## src/design/assert_macros.svh

```systemverilog
// Assertion macros for the RTL of the WAVE parser, used by the core file.
`ifndef ASSERT_MACROS_SVH
`define ASSERT_MACROS_SVH

// Same-cycle implication, switched off while reset is high.
`define ASSERT_IMPL(label, ante, cons) \
  label: assert property (@(posedge clk) disable iff (rst) (ante) |-> (cons)) \
    else $error("assertion failed: label");

// Next-cycle implication, live during reset as well.
`define ASSERT_NEXT(label, ante, cons) \
  label: assert property (@(posedge clk) (ante) |=> (cons)) \
    else $error("assertion failed: label");

`endif

```

## src/design/rwp_pkg.sv

```systemverilog
// Shared types, constants and field checks of the WAVE parser.
package rwp_pkg;

  localparam logic [31:0] TAG_RIFF = 32'h4646_4952;
  localparam logic [31:0] TAG_WAVE = 32'h4556_4157;
  localparam logic [31:0] TAG_FMT  = 32'h2074_6D66;
  localparam logic [31:0] TAG_DATA = 32'h6174_6164;

  localparam logic [31:0] RESET_SAMPLE_RATE = 32'd32000;
  localparam logic [31:0] RESET_BYTE_RATE   = 32'd64000;
  localparam logic [23:0] RESET_MAX_SAMPLES = 24'd320000;

  // Configuration register indexes
  localparam logic [1:0] CFG_SAMPLE_RATE = 2'd0;
  localparam logic [1:0] CFG_BYTE_RATE   = 2'd1;
  localparam logic [1:0] CFG_MAX_SAMPLES = 2'd2;

  // Byte positions in the file header
  localparam logic [31:0] POS_RIFF_END = 32'd3;
  localparam logic [31:0] POS_SIZE_END = 32'd7;
  localparam logic [31:0] POS_WAVE_END = 32'd11;

  // Chunk header byte positions
  localparam logic [2:0] HDR_TAG_END = 3'd3;
  localparam logic [2:0] HDR_LEN_END = 3'd7;

  // Last byte of each checked fmt field
  localparam logic [3:0] FMT_POS_FORMAT   = 4'd1;
  localparam logic [3:0] FMT_POS_CHANNELS = 4'd3;
  localparam logic [3:0] FMT_POS_RATE     = 4'd7;
  localparam logic [3:0] FMT_POS_BYTERATE = 4'd11;
  localparam logic [3:0] FMT_POS_ALIGN    = 4'd13;
  localparam logic [3:0] FMT_POS_BITS     = 4'd15;

  localparam logic [31:0] FMT_MIN_LEN = 32'd16;

  typedef enum logic [1:0] {
    PH_FILE,
    PH_CHDR,
    PH_BODY,
    PH_PAD
  } phase_t;

  typedef struct packed {
    logic [31:0] sample_rate;
    logic [31:0] byte_rate;
    logic [23:0] max_samples;
  } cfg_t;

  typedef struct packed {
    logic signed [15:0] sample;
    logic               sample_valid;
    logic               done;
    logic               rejected;
  } res_t;

  // True when the fmt field ending at pos does not match; acc holds the last four bytes.
  function automatic logic fmt_field_bad(input logic [3:0]  pos,
                                         input logic [31:0] acc,
                                         input logic [31:0] sample_rate,
                                         input logic [31:0] byte_rate);
    logic bad;
    bad = 1'b0;
    unique case (pos)
      FMT_POS_FORMAT:   bad = (acc[31:16] != 16'd1);
      FMT_POS_CHANNELS: bad = (acc[31:16] != 16'd1);
      FMT_POS_RATE:     bad = (acc != sample_rate);
      FMT_POS_BYTERATE: bad = (acc != byte_rate);
      FMT_POS_ALIGN:    bad = (acc[31:16] != 16'd2);
      FMT_POS_BITS:     bad = (acc[31:16] != 16'd16);
      default:          bad = 1'b0;
    endcase
    return bad;
  endfunction

endpackage

```

## src/design/rwp_out_reg.sv

```systemverilog
// Result register of the WAVE parser, holds one transaction until taken.
module rwp_out_reg import rwp_pkg::*; (
  input  logic clk,
  input  logic rst,
  input  logic res_push,
  input  res_t res,
  output logic out_free,
  output logic out_valid,
  input  logic out_ready,
  output res_t out_res
);

  assign out_free = !out_valid || out_ready;

  always_ff @(posedge clk) begin
    if (rst) begin
      out_valid <= 1'b0;
    end else if (res_push) begin
      out_valid <= 1'b1;
    end else if (out_ready) begin
      out_valid <= 1'b0;
    end
  end

  always_ff @(posedge clk) begin
    if (res_push) begin
      out_res <= res;
    end
  end

endmodule

```

## src/design/rwp_parse.sv

```systemverilog
// Input register and byte-wise RIFF/WAVE parse state with its next-state logic.
module rwp_parse import rwp_pkg::*; (
  input  logic       clk,
  input  logic       rst,
  input  logic       in_valid,
  output logic       in_ready,
  input  logic [7:0] byte_value,
  input  logic       last_byte,
  input  cfg_t       cfg,
  input  logic       out_free,
  output logic       res_push,
  output res_t       res
);

  // input register
  logic       hold_valid;
  logic [7:0] hold_byte;
  logic       hold_last;

  // parse state
  logic [31:0] byte_count;
  logic [31:0] file_left;   // declared size minus bytes taken after byte 7, once past byte 7
  phase_t      phase;
  logic [2:0]  hdr_cnt;
  logic [31:0] chunk_remaining;
  logic [4:0]  body_pos;    // saturates at 16, only the fmt fields need it
  logic        tag_fmt;
  logic        tag_data;
  logic [31:0] acc;
  logic [7:0]  low_byte_hold;
  logic        format_seen;
  logic        data_seen;
  logic        pad_pending;
  logic        error_latched;

  // stepped values before the end-of-file clear
  logic [31:0] byte_count_next;
  logic [31:0] file_left_next;
  phase_t      phase_next;
  logic [2:0]  hdr_cnt_next;
  logic [31:0] chunk_remaining_next;
  logic [4:0]  body_pos_next;
  logic        tag_fmt_next;
  logic        tag_data_next;
  logic [31:0] acc_next;
  logic [7:0]  low_byte_hold_next;
  logic        format_seen_next;
  logic        data_seen_next;
  logic        pad_pending_next;
  logic        error_latched_next;

  logic        advance;
  logic        live;
  logic        emit_sample;
  logic [31:0] acc_shift;
  logic [31:0] left_m1;

  assign acc_shift = {hold_byte, acc[31:8]};
  assign left_m1   = file_left - 32'd1;
  assign live      = !error_latched && (byte_count != '1) &&
                     !((|byte_count[31:3]) && (file_left == 32'd0));

  assign emit_sample = live && (phase == PH_BODY) && tag_data && chunk_remaining[0];

  assign advance  = hold_valid && (!(emit_sample || hold_last) || out_free);
  assign in_ready = !hold_valid || advance;
  assign res_push = advance && (emit_sample || hold_last);

  // next state of the parser for the byte in the input register
  always_comb begin
    byte_count_next      = byte_count;
    file_left_next       = file_left;
    phase_next           = phase;
    hdr_cnt_next         = hdr_cnt;
    chunk_remaining_next = chunk_remaining;
    body_pos_next        = body_pos;
    tag_fmt_next         = tag_fmt;
    tag_data_next        = tag_data;
    acc_next             = acc;
    low_byte_hold_next   = low_byte_hold;
    format_seen_next     = format_seen;
    data_seen_next       = data_seen;
    pad_pending_next     = pad_pending;
    error_latched_next   = error_latched;

    if (!error_latched) begin
      if (!live) begin
        error_latched_next = 1'b1;
      end else begin
        acc_next        = acc_shift;
        byte_count_next = byte_count + 32'd1;
        if (|byte_count[31:3]) begin
          file_left_next = file_left - 32'd1;
        end
        unique case (phase)
          PH_FILE: begin
            if (byte_count == POS_RIFF_END && acc_shift != TAG_RIFF) begin
              error_latched_next = 1'b1;
            end else if (byte_count == POS_SIZE_END) begin
              file_left_next = acc_shift;
            end else if (byte_count == POS_WAVE_END) begin
              if (acc_shift != TAG_WAVE) begin
                error_latched_next = 1'b1;
              end else begin
                phase_next   = PH_CHDR;
                hdr_cnt_next = 3'd0;
              end
            end
          end
          PH_CHDR: begin
            hdr_cnt_next = hdr_cnt + 3'd1;
            if (hdr_cnt == HDR_TAG_END) begin
              tag_fmt_next  = (acc_shift == TAG_FMT);
              tag_data_next = (acc_shift == TAG_DATA);
            end else if (hdr_cnt == HDR_LEN_END) begin
              // length in acc_shift; must fit in what is left, pad byte included
              if (acc_shift > left_m1 || (acc_shift[0] && acc_shift == left_m1)) begin
                error_latched_next = 1'b1;
              end else if (tag_fmt && (format_seen || acc_shift < FMT_MIN_LEN)) begin
                error_latched_next = 1'b1;
              end else if (tag_data && (data_seen || acc_shift == 32'd0 || acc_shift[0] ||
                           acc_shift[31:1] > {7'd0, cfg.max_samples})) begin
                error_latched_next = 1'b1;
              end else begin
                if (tag_fmt) begin
                  format_seen_next = 1'b1;
                end
                if (tag_data) begin
                  data_seen_next = 1'b1;
                end
                pad_pending_next     = acc_shift[0];
                chunk_remaining_next = acc_shift;
                body_pos_next        = 5'd0;
                if (acc_shift == 32'd0) begin
                  phase_next   = PH_CHDR;
                  hdr_cnt_next = 3'd0;
                end else begin
                  phase_next = PH_BODY;
                end
              end
            end
          end
          PH_BODY: begin
            if (tag_fmt && !body_pos[4] &&
                fmt_field_bad(body_pos[3:0], acc_shift, cfg.sample_rate, cfg.byte_rate)) begin
              error_latched_next = 1'b1;
            end
            // data length is even, so an even remaining count is a low byte
            if (tag_data && !chunk_remaining[0]) begin
              low_byte_hold_next = hold_byte;
            end
            if (!body_pos[4]) begin
              body_pos_next = body_pos + 5'd1;
            end
            chunk_remaining_next = chunk_remaining - 32'd1;
            if (chunk_remaining == 32'd1) begin
              if (pad_pending) begin
                phase_next = PH_PAD;
              end else begin
                phase_next   = PH_CHDR;
                hdr_cnt_next = 3'd0;
              end
            end
          end
          PH_PAD: begin
            pad_pending_next = 1'b0;
            phase_next       = PH_CHDR;
            hdr_cnt_next     = 3'd0;
          end
          default: begin
            phase_next = PH_FILE;
          end
        endcase
      end
    end
  end

  // result for the byte in the input register
  always_comb begin
    res.sample_valid = emit_sample;
    res.sample       = emit_sample ? $signed({hold_byte, low_byte_hold}) : 16'sd0;
    res.done         = hold_last;
    res.rejected     = hold_last &&
                       (error_latched_next || phase_next != PH_CHDR ||
                        hdr_cnt_next != 3'd0 || file_left_next != 32'd0 ||
                        !format_seen_next || !data_seen_next);
  end

  always_ff @(posedge clk) begin
    if (rst) begin
      hold_valid <= 1'b0;
    end else if (in_valid && in_ready) begin
      hold_valid <= 1'b1;
    end else if (advance) begin
      hold_valid <= 1'b0;
    end
  end

  always_ff @(posedge clk) begin
    if (in_valid && in_ready) begin
      hold_byte <= byte_value;
      hold_last <= last_byte;
    end
  end

  always_ff @(posedge clk) begin
    if (rst || (advance && hold_last)) begin
      byte_count      <= 32'd0;
      file_left       <= 32'd0;
      phase           <= PH_FILE;
      hdr_cnt         <= 3'd0;
      chunk_remaining <= 32'd0;
      body_pos        <= 5'd0;
      tag_fmt         <= 1'b0;
      tag_data        <= 1'b0;
      acc             <= 32'd0;
      low_byte_hold   <= 8'd0;
      format_seen     <= 1'b0;
      data_seen       <= 1'b0;
      pad_pending     <= 1'b0;
      error_latched   <= 1'b0;
    end else if (advance) begin
      byte_count      <= byte_count_next;
      file_left       <= file_left_next;
      phase           <= phase_next;
      hdr_cnt         <= hdr_cnt_next;
      chunk_remaining <= chunk_remaining_next;
      body_pos        <= body_pos_next;
      tag_fmt         <= tag_fmt_next;
      tag_data        <= tag_data_next;
      acc             <= acc_next;
      low_byte_hold   <= low_byte_hold_next;
      format_seen     <= format_seen_next;
      data_seen       <= data_seen_next;
      pad_pending     <= pad_pending_next;
      error_latched   <= error_latched_next;
    end
  end

endmodule

```

## src/design/riff_wave_pcm_parser_core.sv

```systemverilog
// RIFF/WAVE 16-bit mono PCM parser: one file byte per transaction in, samples and status out.
// Throughput: one byte per cycle while the result side keeps taking transactions.
// Path: an accepted byte is held in the input register, which feeds the result register;
//   its result is registered there and waits until the consumer takes it.
// Reset: rst (synchronous) empties both registers, restarts the parse and reloads the rates.
`include "assert_macros.svh"

module riff_wave_pcm_parser_core import rwp_pkg::*; (
  input  logic               clk,
  input  logic               rst,
  // configuration write port
  input  logic               cfg_we,
  input  logic [1:0]         cfg_index,
  input  logic [31:0]        cfg_data,
  // byte input channel
  input  logic               in_valid,
  output logic               in_ready,
  input  logic [7:0]         byte_value,
  input  logic               last_byte,
  // result channel
  output logic               out_valid,
  input  logic               out_ready,
  output logic signed [15:0] sample,
  output logic               sample_valid,
  output logic               done_res,
  output logic               rejected
);

  cfg_t cfg;
  res_t res;
  res_t out_res;
  logic res_push;
  logic out_free;

  // Configuration registers; writes to an unused index are dropped.
  always_ff @(posedge clk) begin
    if (rst) begin
      cfg.sample_rate <= RESET_SAMPLE_RATE;
      cfg.byte_rate   <= RESET_BYTE_RATE;
      cfg.max_samples <= RESET_MAX_SAMPLES;
    end else if (cfg_we) begin
      unique case (cfg_index)
        CFG_SAMPLE_RATE: cfg.sample_rate <= cfg_data;
        CFG_BYTE_RATE:   cfg.byte_rate   <= cfg_data;
        CFG_MAX_SAMPLES: cfg.max_samples <= cfg_data[23:0];
        default:         ;
      endcase
    end
  end

  // Parser: the byte sits in the input register while the running state
  // (header, chunk walk, fmt checks, sample assembly) works out its result.
  // A byte that yields no result moves on even while the output is full.
  rwp_parse u_parse (
    .clk        (clk),
    .rst        (rst),
    .in_valid   (in_valid),
    .in_ready   (in_ready),
    .byte_value (byte_value),
    .last_byte  (last_byte),
    .cfg        (cfg),
    .out_free   (out_free),
    .res_push   (res_push),
    .res        (res)
  );

  // Result register: holds a transaction until the consumer takes it.
  rwp_out_reg u_out (
    .clk       (clk),
    .rst       (rst),
    .res_push  (res_push),
    .res       (res),
    .out_free  (out_free),
    .out_valid (out_valid),
    .out_ready (out_ready),
    .out_res   (out_res)
  );

  assign sample       = out_res.sample;
  assign sample_valid = out_res.sample_valid;
  assign done_res     = out_res.done;
  assign rejected     = out_res.rejected;

  // Rejection is only ever reported with done.
  `ASSERT_IMPL(a_rej_with_done, out_valid && rejected, done_res)
  // Every result carries a sample or the end of a file.
  `ASSERT_IMPL(a_res_not_empty, out_valid, sample_valid || done_res)
  // No sample means the sample field reads zero.
  `ASSERT_IMPL(a_sample_zero, out_valid && !sample_valid, sample == 16'sd0)
  // With the output empty, input is never stalled.
  `ASSERT_IMPL(a_ready_when_free, !out_valid, in_ready)
  // Both registers are empty straight after reset.
  `ASSERT_NEXT(a_reset_empty, rst, !out_valid && in_ready)

endmodule
```

## config.mk

```make
export PLATFORM = sky130hd
export DESIGN_NAME = riff_wave_pcm_parser_core
export DESIGN_NICKNAME = d
export VERILOG_FILES = /design/src/design/rwp_pkg.sv /design/src/design/rwp_out_reg.sv /design/src/design/rwp_parse.sv /design/src/design/riff_wave_pcm_parser_core.sv
export VERILOG_INCLUDE_DIRS = /design/src /design/src/design
export SDC_FILE = /design/constraint.sdc
export NUM_CORES = 1
export LEC_CHECK = 0
export BUFFER_PORTS_ARGS = -buffer_cell sky130_fd_sc_hd__buf_2
export CORE_MARGIN = 4
export CORE_UTILIZATION = 31
export DETAILED_ROUTE_END_ITERATION = 12
export HOLD_SLACK_MARGIN = 0.06
export MAX_ROUTING_LAYER = met4
export SLEW_MARGIN = 20
export SYNTH_ARGS = -nofsm -noshare
export SYNTH_HDL_FRONTEND = slang
export SYNTH_SLANG_ARGS = --single-unit
```

## constraint.sdc

```tcl
create_clock -name clk -period 4.7 [get_ports clk]
set_input_delay 1.175 -clock clk [delete_from_list [all_inputs] [get_ports clk]]
set_output_delay 1.175 -clock clk [all_outputs]
set_load 0.05 [all_outputs]
```

==> key figures, run 1 <==
Outcome
  • Status: finished, final reports clean

Yosys
  • Most used DFF post-synth: dfxtp_1
  • Post-synthesis sequential area ratio: 0.367
  • Number of flops mapped to enable cells by yosys: 28
  • Syn Std Cell Area: 15100 µm²
  • Distinct cells, synth: 93
  • Mean Syn Cell Area: 7.84 µm²
  • Yosys reg bits: 262
  • Yosys warns: 0
  • Asr flop ratio synth: 0
  • Syn Nets: 2039
  • Post-synthesis cell count: 1920

STA
  • Fin crit period: 4470 ps
  • Fmax: 224 MHz
  • Clock Skews: 22.9 ps
  • RSZ-0062 raised after global routing: false
  • # setup viols final: 0
  • Number of slew-limit violations in the final report: 0
  • Rel. slew slack: 0.263
  • Final hold vios: 0
  • Crit share post-route: 0.952
  • Final TNS setup: 0 ps
  • Worst-Margin Slew: 1090 ps

Drt
  • # DRC: 0
  • DRT Wirelength: 57400 µm
  • Initial DRC count: 1593
  • Vias per cell: 5.74
  • Final ANT Viol Nets: 0
  • Pre-antenna DRT Iters: 6
  • Via count of the routed design: 15077
  • Drt wl/cell: 21.8 µm

Pwr
  • Power Dens Cells: 294 nW/µm²
  • Max IR drop VDD: 0.000291 V
  • Pleak: 6.73 nW

Global route
  • Pin count of the biggest net entering global routing: 89
  • Gr ovfl total: 0
  • Initial antenna violation count: 0
  • Number of global-route vias before repair: 14010
  • Gr usage total: 0.215
  • First-pass GRT wire length: 86600 µm

Min path
  • Worst Hold Path Cells: 2
  • Min-delay src: cfg[2]$_SDFFE_PP0P_
  • Endpoint, Worst Hold: cfg[2]$_SDFFE_PP0P_
  • Hold/Removal Path Class: reg2reg

Floorplan
  • Row count: 80
  • Initial Util: 0.315
  • I/O pins: 69
  • Die width: 228 µm
  • Die area: 52200 µm²
  • Die Y: 228 µm
  • Core area: 47800 µm²

Layout
  • Layout Area Growth over Synthesis: 16.2%
  • Layout cells sized above 1: 0.130
  • Util after Layout: 0.366
  • FILL cells: 5040
  • Ant diodes: 0
  • Fin nets: 2107

Clocking
  • Root Buffer: clkbuf_16
  • Inserted Clock Buffers: 31
  • Max Buffers Root-to-Sink: 3
  • H-tree depth: 1
  • Clock-pin slew on the worst setup and hold paths: 70 ps
  • Clock insertion delay at the later pin of the skew report: 600 ps
  • CTS tree: built
  • Clock sink count: 262

Setup path
  • WP data required: 3520 ps
  • Critical path type: reg2out
  • CP delay by family, top: simple AND/OR/NAND/NOR gates
  • Worst EP arrival: 3300 ps
  • Critical path peak fanout: 16
  • Worst R2R End: u_out.out_res[0]$_DFFE_PP_
  • Max stage delay cell, worst path: or4b_2
  • Worst-path cell chain: inv_1 -> ha_1 -> or4b_2 -> nor4_1 -> and4_1 -> a211o_1 -> buf_6 -> o21ai_2 -> nand3_1 -> buf_4
  • Critical Path End Type: output port
  • Worst reg-to-reg setup slack: 230 ps
  • R2r startpoint: u_parse.file_left[21]$_SDFFE_PP0P_
  • Worst Path Buf+Inv: 3
  • FF-to-FF path depth: 14
  • Delay of the slowest critical-path stage: 640 ps
  • Critical path startpoint category: register

Placed design
  • Port bufs: 68
  • Hpwl dp: 41500 µm
  • GPL Wtd Cong: 0.993

Job
  • Max Cap Viol: 0
==> per-stage QoR <==
step | cell area, µm² | setup WS, ps | std cells | hold WS, ps | total power [mW]
5_1_grt | 17500 | 18.6 | 2628 | 478 | 5.31
4_1_cts | 17400 | 6.56 | 2624 | 456 | 5.18
3_5_place_dp | 16400 | 89.8 | 2566 | 448 | 2.77
2_1_floorplan | 15100 | 285 | 1920 | 436 | 2.60
6_report | 17500 | 227 | 2628 | 456 | 5.15
3_3_place_gp | 16400 | 90.6 | 2566 | 443 | 2.77
==> layer usage <==
layer	track usage	wire length, µm
met2	0.326	25000
met3	0.0355	4590
met4	0.0662	2340
met1	0.294	25400
met5	-	0
==> worst register-to-register path, delay by kind of cell, from the launching register on <==
kind | cells | cell delay (ps)
simple gates | 6 | 1680
flops | 1 | 360
compound gates | 6 | 1670
fa+ha+maj | 1 | 300
xor+xnor | 1 | 200
==> power by group <==
| part | switching, mW | internal, mW |
|---|---|---|
| logic | 0.263 | 0.115 |
| clock network | 1.04 | 1.38 |
| registers | 0.0490 | 2.30 |
| total | 1.36 | 3.79 |
==> final cells by class <==
| cell class | instances | area [µm²] | share of cell area |
|---|---|---|---|
| clock inverter | 23 | 211 | 0.0121 |
| tap | 615 | 769 | 0.0440 |
| multi-input combinational | 1454 | 8820 | 0.504 |
| clock buffer | 35 | 791 | 0.0452 |
| timing repair buffer | 161 | 1090 | 0.0621 |
| sequential | 262 | 5530 | 0.316 |
| inverter | 78 | 293 | 0.0167 |
==> state kept, by name, summed over array words and instances, names as in the netlist, 2 cells and up <==
register                 count
u_parse.body_pos             5
u_out.out_res               19
u_parse.file_left           32
u_parse.byte_count          32
u_parse.phase                2
cfg                         88
u_parse.hold_byte            8
u_parse.hdr_cnt              3
u_parse.chunk_remaining     32
u_parse.acc                 24
u_parse.low_byte_hold        8
==> cell usage in the layout (no fill, tap or decap), types with 10 or more instances in the layout <==
cell | synthesis | layout
buf_2 | 25 | 67
nand2_1 | 335 | 335
o21ai_0 | 59 | 59
nor4_1 | 46 | 41
edfxtp_1 | 28 | 28
and3_1 | 11 | 11
nand4_1 | 42 | 42
inv_1 | 77 | 77
nand3b_1 | 17 | 17
clkbuf_16 | 0 | 31
or4_1 | 12 | 11
xnor2_1 | 36 | 36
nand3_1 | 47 | 47
mux2i_1 | 25 | 25
o22ai_1 | 34 | 34
a31oi_1 | 10 | 10
a211oi_1 | 13 | 13
nand2b_1 | 10 | 10
nor3_1 | 55 | 55
and2_1 | 15 | 15
a2bb2oi_1 | 10 | 10
nor2_1 | 147 | 144
ha_1 | 71 | 70
or3_1 | 24 | 24
a21oi_1 | 206 | 204
buf_4 | 2 | 89
xor2_1 | 44 | 44
dfxtp_1 | 234 | 234
o32ai_1 | 12 | 12
==> worst max-delay path by stage <==
stage	startpoint	end	slack (ps)	cells after the start
2_1_floorplan	u_parse.file_left[20]$_SDFFE_PP0P_	u_parse.body_pos[2]$_SDFFE_PP0P_	280	18
3_5_place_dp	u_parse.file_left[0]$_SDFFE_PP0P_	u_parse.body_pos[2]$_SDFFE_PP0P_	90	18
6_report	u_parse.file_left[0]$_SDFFE_PP0P_	in_ready	230	10
4_1_cts	u_parse.byte_count[27]$_SDFFE_PP0P_	in_ready	7	8
3_3_place_gp	u_parse.file_left[0]$_SDFFE_PP0P_	u_parse.body_pos[2]$_SDFFE_PP0P_	90	16
5_1_grt	u_parse.file_left[21]$_SDFFE_PP0P_	u_out.out_res[0]$_DFFE_PP_	20	16
==> kinds of logic (layout without fill, tap and decap cells) <==
logic type	count (synthesis)	count (layout)	synth area share
AND/OR/NAND/NOR	813	813	0.262
AO/OA/AOI/OAI	465	465	0.195
flip-flops	262	262	0.367
buffers and inverters	204	297	0.0539
XOR/XNOR	80	80	0.0465
adder cells (fa/ha/maj)	71	71	0.0590
multiplexers	25	25	0.0166
==> timing repair <==
| action | in CTS | in global routing |
|---|---|---|
| resized for setup | 1 | 18 |
| buffers inserted | 0 | 4 |
| endpoints found under the setup margin | 1 | 44 |
| hold buffers | 0 | 0 |
| pin swaps | 0 | 5 |
==> Yosys cell counts (8+ instances only) <==
library cell	count	area, µm²
nand3b_1	17	128
xor2_1	44	385
and3_1	11	68.8
o32ai_1	12	105
clkbuf_1	95	357
a211oi_1	13	97.6
o22ai_1	34	213
inv_1	77	289
nand4_1	42	263
nand2b_1	10	62.6
mux2i_1	25	250
a22oi_1	8	60.1
and2_1	15	93.8
nor2_1	147	552
nand3_1	47	235
o21ai_0	59	295
nor4_1	46	288
nand2_1	335	1260
ha_1	71	888
a31oi_1	10	62.6
dfxtp_1	234	4680
buf_2	25	125
nor3_1	55	275
o211ai_1	9	67.6
or2_2	8	50.1
edfxtp_1	28	841
a2bb2oi_1	10	87.6
a211o_1	8	70.1
a221oi_1	9	78.8
xnor2_1	36	315
or4_1	12	90.1
a21oi_1	206	1030
or3_1	24	150
No activity file was read; power rests on OpenSTA's default activity.
==> run 2, diff against run 1 <==
Settings changed: ABC_AREA set to 1, CORE_ASPECT_RATIO set to 2, RECOVER_POWER set to 25.
==> run 2 against run 1 <==
- the run now ends with max-capacitance violations, max-slew violations left
- die area rose by 10%
- synthesized cell count rose by 36%
- sequential power rose by 2%
- worst hold slack improved by 1.4 ps
- register-to-register slack improved by 190 ps
- final cell count rose by 27%
==> key figures, run 2 <==
Outcome
  • Status: finished, violations left
  • Failing checks: max-capacitance violations, max-slew violations

Layout
  • Highest-count cells in the layout ignoring fill and taps: nand2_1, nor2_1, inv_1
  • Util after Layout: 0.353
  • Layout Area Growth over Synthesis: 12.4%
  • Layout cells sized above 1: 0.0831
  • Largest register FFs: 88
  • Fin nets: 2771
  • Commonest non-fill, non-tap cell in the layout: nand2_1
  • FILL cells: 5800
  • Most flops, register: cfg
  • Final cell count without fillers: 3339
  • Final design instance area without fill: 18600 µm²

Yosys
  • Post-synth top area share: 0.283
  • Post-synthesis cell count: 2606
  • Cell types with the highest counts after synthesis: nand2_1, nor2_1, inv_1
  • Synth top area cells: dfxtp_1, nand2_1, nor2_1
  • Distinct cells, synth: 51
  • Syn Nets: 2725
  • Asr flop ratio synth: 0
  • Number of flops mapped to enable cells by yosys: 28
  • Post-synthesis sequential area ratio: 0.333
  • Most used DFF post-synth: dfxtp_1
  • Count leader, synth: nand2_1
  • Mean Syn Cell Area: 6.36 µm²
  • Syn Std Cell Area: 16600 µm²
  • Yosys warns: 0
  • Synth area leader: dfxtp_1
  • Yosys reg bits: 262

Pwr
  • Sw Pwr: 1.55 mW
  • Pleak: 8.79 nW
  • Max IR drop VDD: 0.000327 V
  • Register share of total power: 0.456
  • Total power: 5.27 mW
  • Part of the power in combinational logic: 0.102
  • Sw Share: 0.294
  • Power Dens Cells: 283 nW/µm²
  • Power Internal: 3.72 mW
  • Clk network pwr share: 0.442

STA
  • RSZ-0062 raised after global routing: false
  • Final hold vios: 0
  • Clock Skews: 29.7 ps
  • Worst-Margin Slew: 2800 ps
  • Number of slew-limit violations in the final report: 104
  • Fin crit period: 4560 ps
  • Final TNS setup: 0 ps
  • Rel. slew slack: -0.865
  • Crit share post-route: 0.970
  • # setup viols final: 0
  • Fmax: 219 MHz

Floorplan
  • Die Y: 335 µm
  • I/O pins: 69
  • Initial Util: 0.314
  • Die area: 57500 µm²
  • Die width: 172 µm
  • Row count: 119
  • Core area: 52900 µm²

Clocking
  • Max Buffers Root-to-Sink: 3
  • H-tree depth: 1
  • Post-CTS setup buffers: 0
  • Gates resized, CTS repair: 0
  • Clock sink count: 262
  • CTS tree: built
  • Inserted Clock Buffers: 26
  • Root Buffer: clkbuf_16
  • Clock insertion delay at the later pin of the skew report: 590 ps
  • Clock-pin slew on the worst setup and hold paths: 70 ps
  • Hold_buf cts: 0

Global route
  • Gr usage total: 0.246
  • Number of global-route vias before repair: 17528
  • Gr ovfl total: 0
  • First-pass GRT wire length: 105000 µm
  • Pin count of the biggest net entering global routing: 72
  • Initial antenna violation count: 2

Min path
  • Min-delay src: u_parse.low_byte_hold[1]$_SDFFE_PP0P_
  • Hold/Removal Path Class: reg2reg

Setup path
  • Critical path startpoint category: register
  • WP data required: 3520 ps
  • Critical path peak fanout: 24
  • R2r startpoint: u_parse.file_left[0]$_SDFFE_PP0P_
  • Worst-path cell chain: ha_1 -> nand2_1 -> nor2_1 -> nand2_1 -> nor2_1 -> nand2_1 -> nand2_1 -> inv_2 -> nand2_4 -> nor2_4 -> nand3_4 -> nand2_4 -> nand3_1 -> buf_2
  • Critical Path End Type: output port
  • CP startpoint: u_parse.byte_count[0]$_SDFFE_PP0P_
  • Delay of the slowest critical-path stage: 390 ps
  • Max stage delay cell, worst path: dfxtp_1
  • Most numerous cell on the critical path: nand2_1
  • Worst EP arrival: 3380 ps
  • Critical path type: reg2out

Placed design
  • GPL Wtd Cong: 1.05
  • Port bufs: 68
  • # placed instances: 3289
  • Hpwl dp: 53300 µm
  • Placed Area: 17700 µm²

Drt
  • Initial DRC count: 1279
  • Via count of the routed design: 17760
  • Drt wl/cell: 21.0 µm
  • Met3 wire length: 3520 µm
  • Pre-antenna DRT Iters: 6
  • Vias per cell: 5.32
  • Highest metal used: met4
  • Final ANT Viol Nets: 0
  • DRT Wirelength: 70000 µm
  • # DRC: 0
  • DR WL met2: 35700 µm
  • Met1 WL: 22800 µm

Job
  • Max Cap Viol: 2
## run 2: cell count changes after synthesis, moves of 31 or more
cell / delta
nand2_1: +352
nor2_1: +242
inv_1: +190
nand3_1: +123
o21ai_0: +85
o21ai_1: +40
clkbuf_1: -35
nor4_1: -34
o22ai_1: -32
nand4_1: +31
## run 2: kinds of logic after synthesis
logic type,count (synthesis),synth area share
buffers and inverters,387,0.0948
DFF,262,0.333
xor gates and xnor gates,30,0.0158
AOI/OAI and AO/OA,436,0.139
adders and majority gates,71,0.0536
and+or+nand+nor,1420,0.364
## run 2: path summary, 6_finish.rpt
check,end,slack [ps],cells after the start
worst max register to register,u_parse.chunk_remaining[25]$_SDFFE_PP0P_,420,24
worst min register to register,u_parse.low_byte_hold[1]$_SDFFE_PP0P_,460,2
worst max-delay path,in_ready,140,14
worst min-delay path,u_parse.low_byte_hold[1]$_SDFFE_PP0P_,460,2
## run 2: worst max-delay path: cells and delay by family, from the launching register on
kind          cells  cell delay, ps
simple gates     11            1670
buf+inv           2             410
flops             1             390
fa+ha+maj         1             310
## run 2: power by group through the flow
stage | combinational (mW) | clock (mW) | sequential [mW]
2_1_floorplan | 0.309 | 0 | 2.41
3_3_place_gp | 0.531 | 0 | 2.45
4_1_cts | 0.534 | 2.37 | 2.40
5_1_grt | 0.591 | 2.45 | 2.40
3_5_place_dp | 0.531 | 0 | 2.45
6_report | 0.539 | 2.33 | 2.40
## run 2: cell type report
cell class,instances,area [µm²],area share
Clock inverter,20,226,0.0121
Tap cell,665,832,0.0446
Clock buffer,28,679,0.0364
Antenna cell,2,5.00,0.000268
Sequential cell,262,5530,0.296
Timing Repair Buffer,129,830,0.0445
Inverter,276,1040,0.0556
Multi-Input combinational cell,1957,9510,0.510
## run 2: through the flow
step | worst slack [ps] | hold slack [ps]
after global routing | 52.9 | 476
after floorplan | 1140 | 429
after detailed placement | 364 | 444
after global placement | 387 | 439
after CTS | 189 | 457
final | 141 | 457
## run 2: routing by layer
metal	global-route usage	vias to the layer above
met3	0.0331	297
met5	-	-
li1	-	8594
met2	0.438	674
met4	0.217	0
met1	0.224	8195
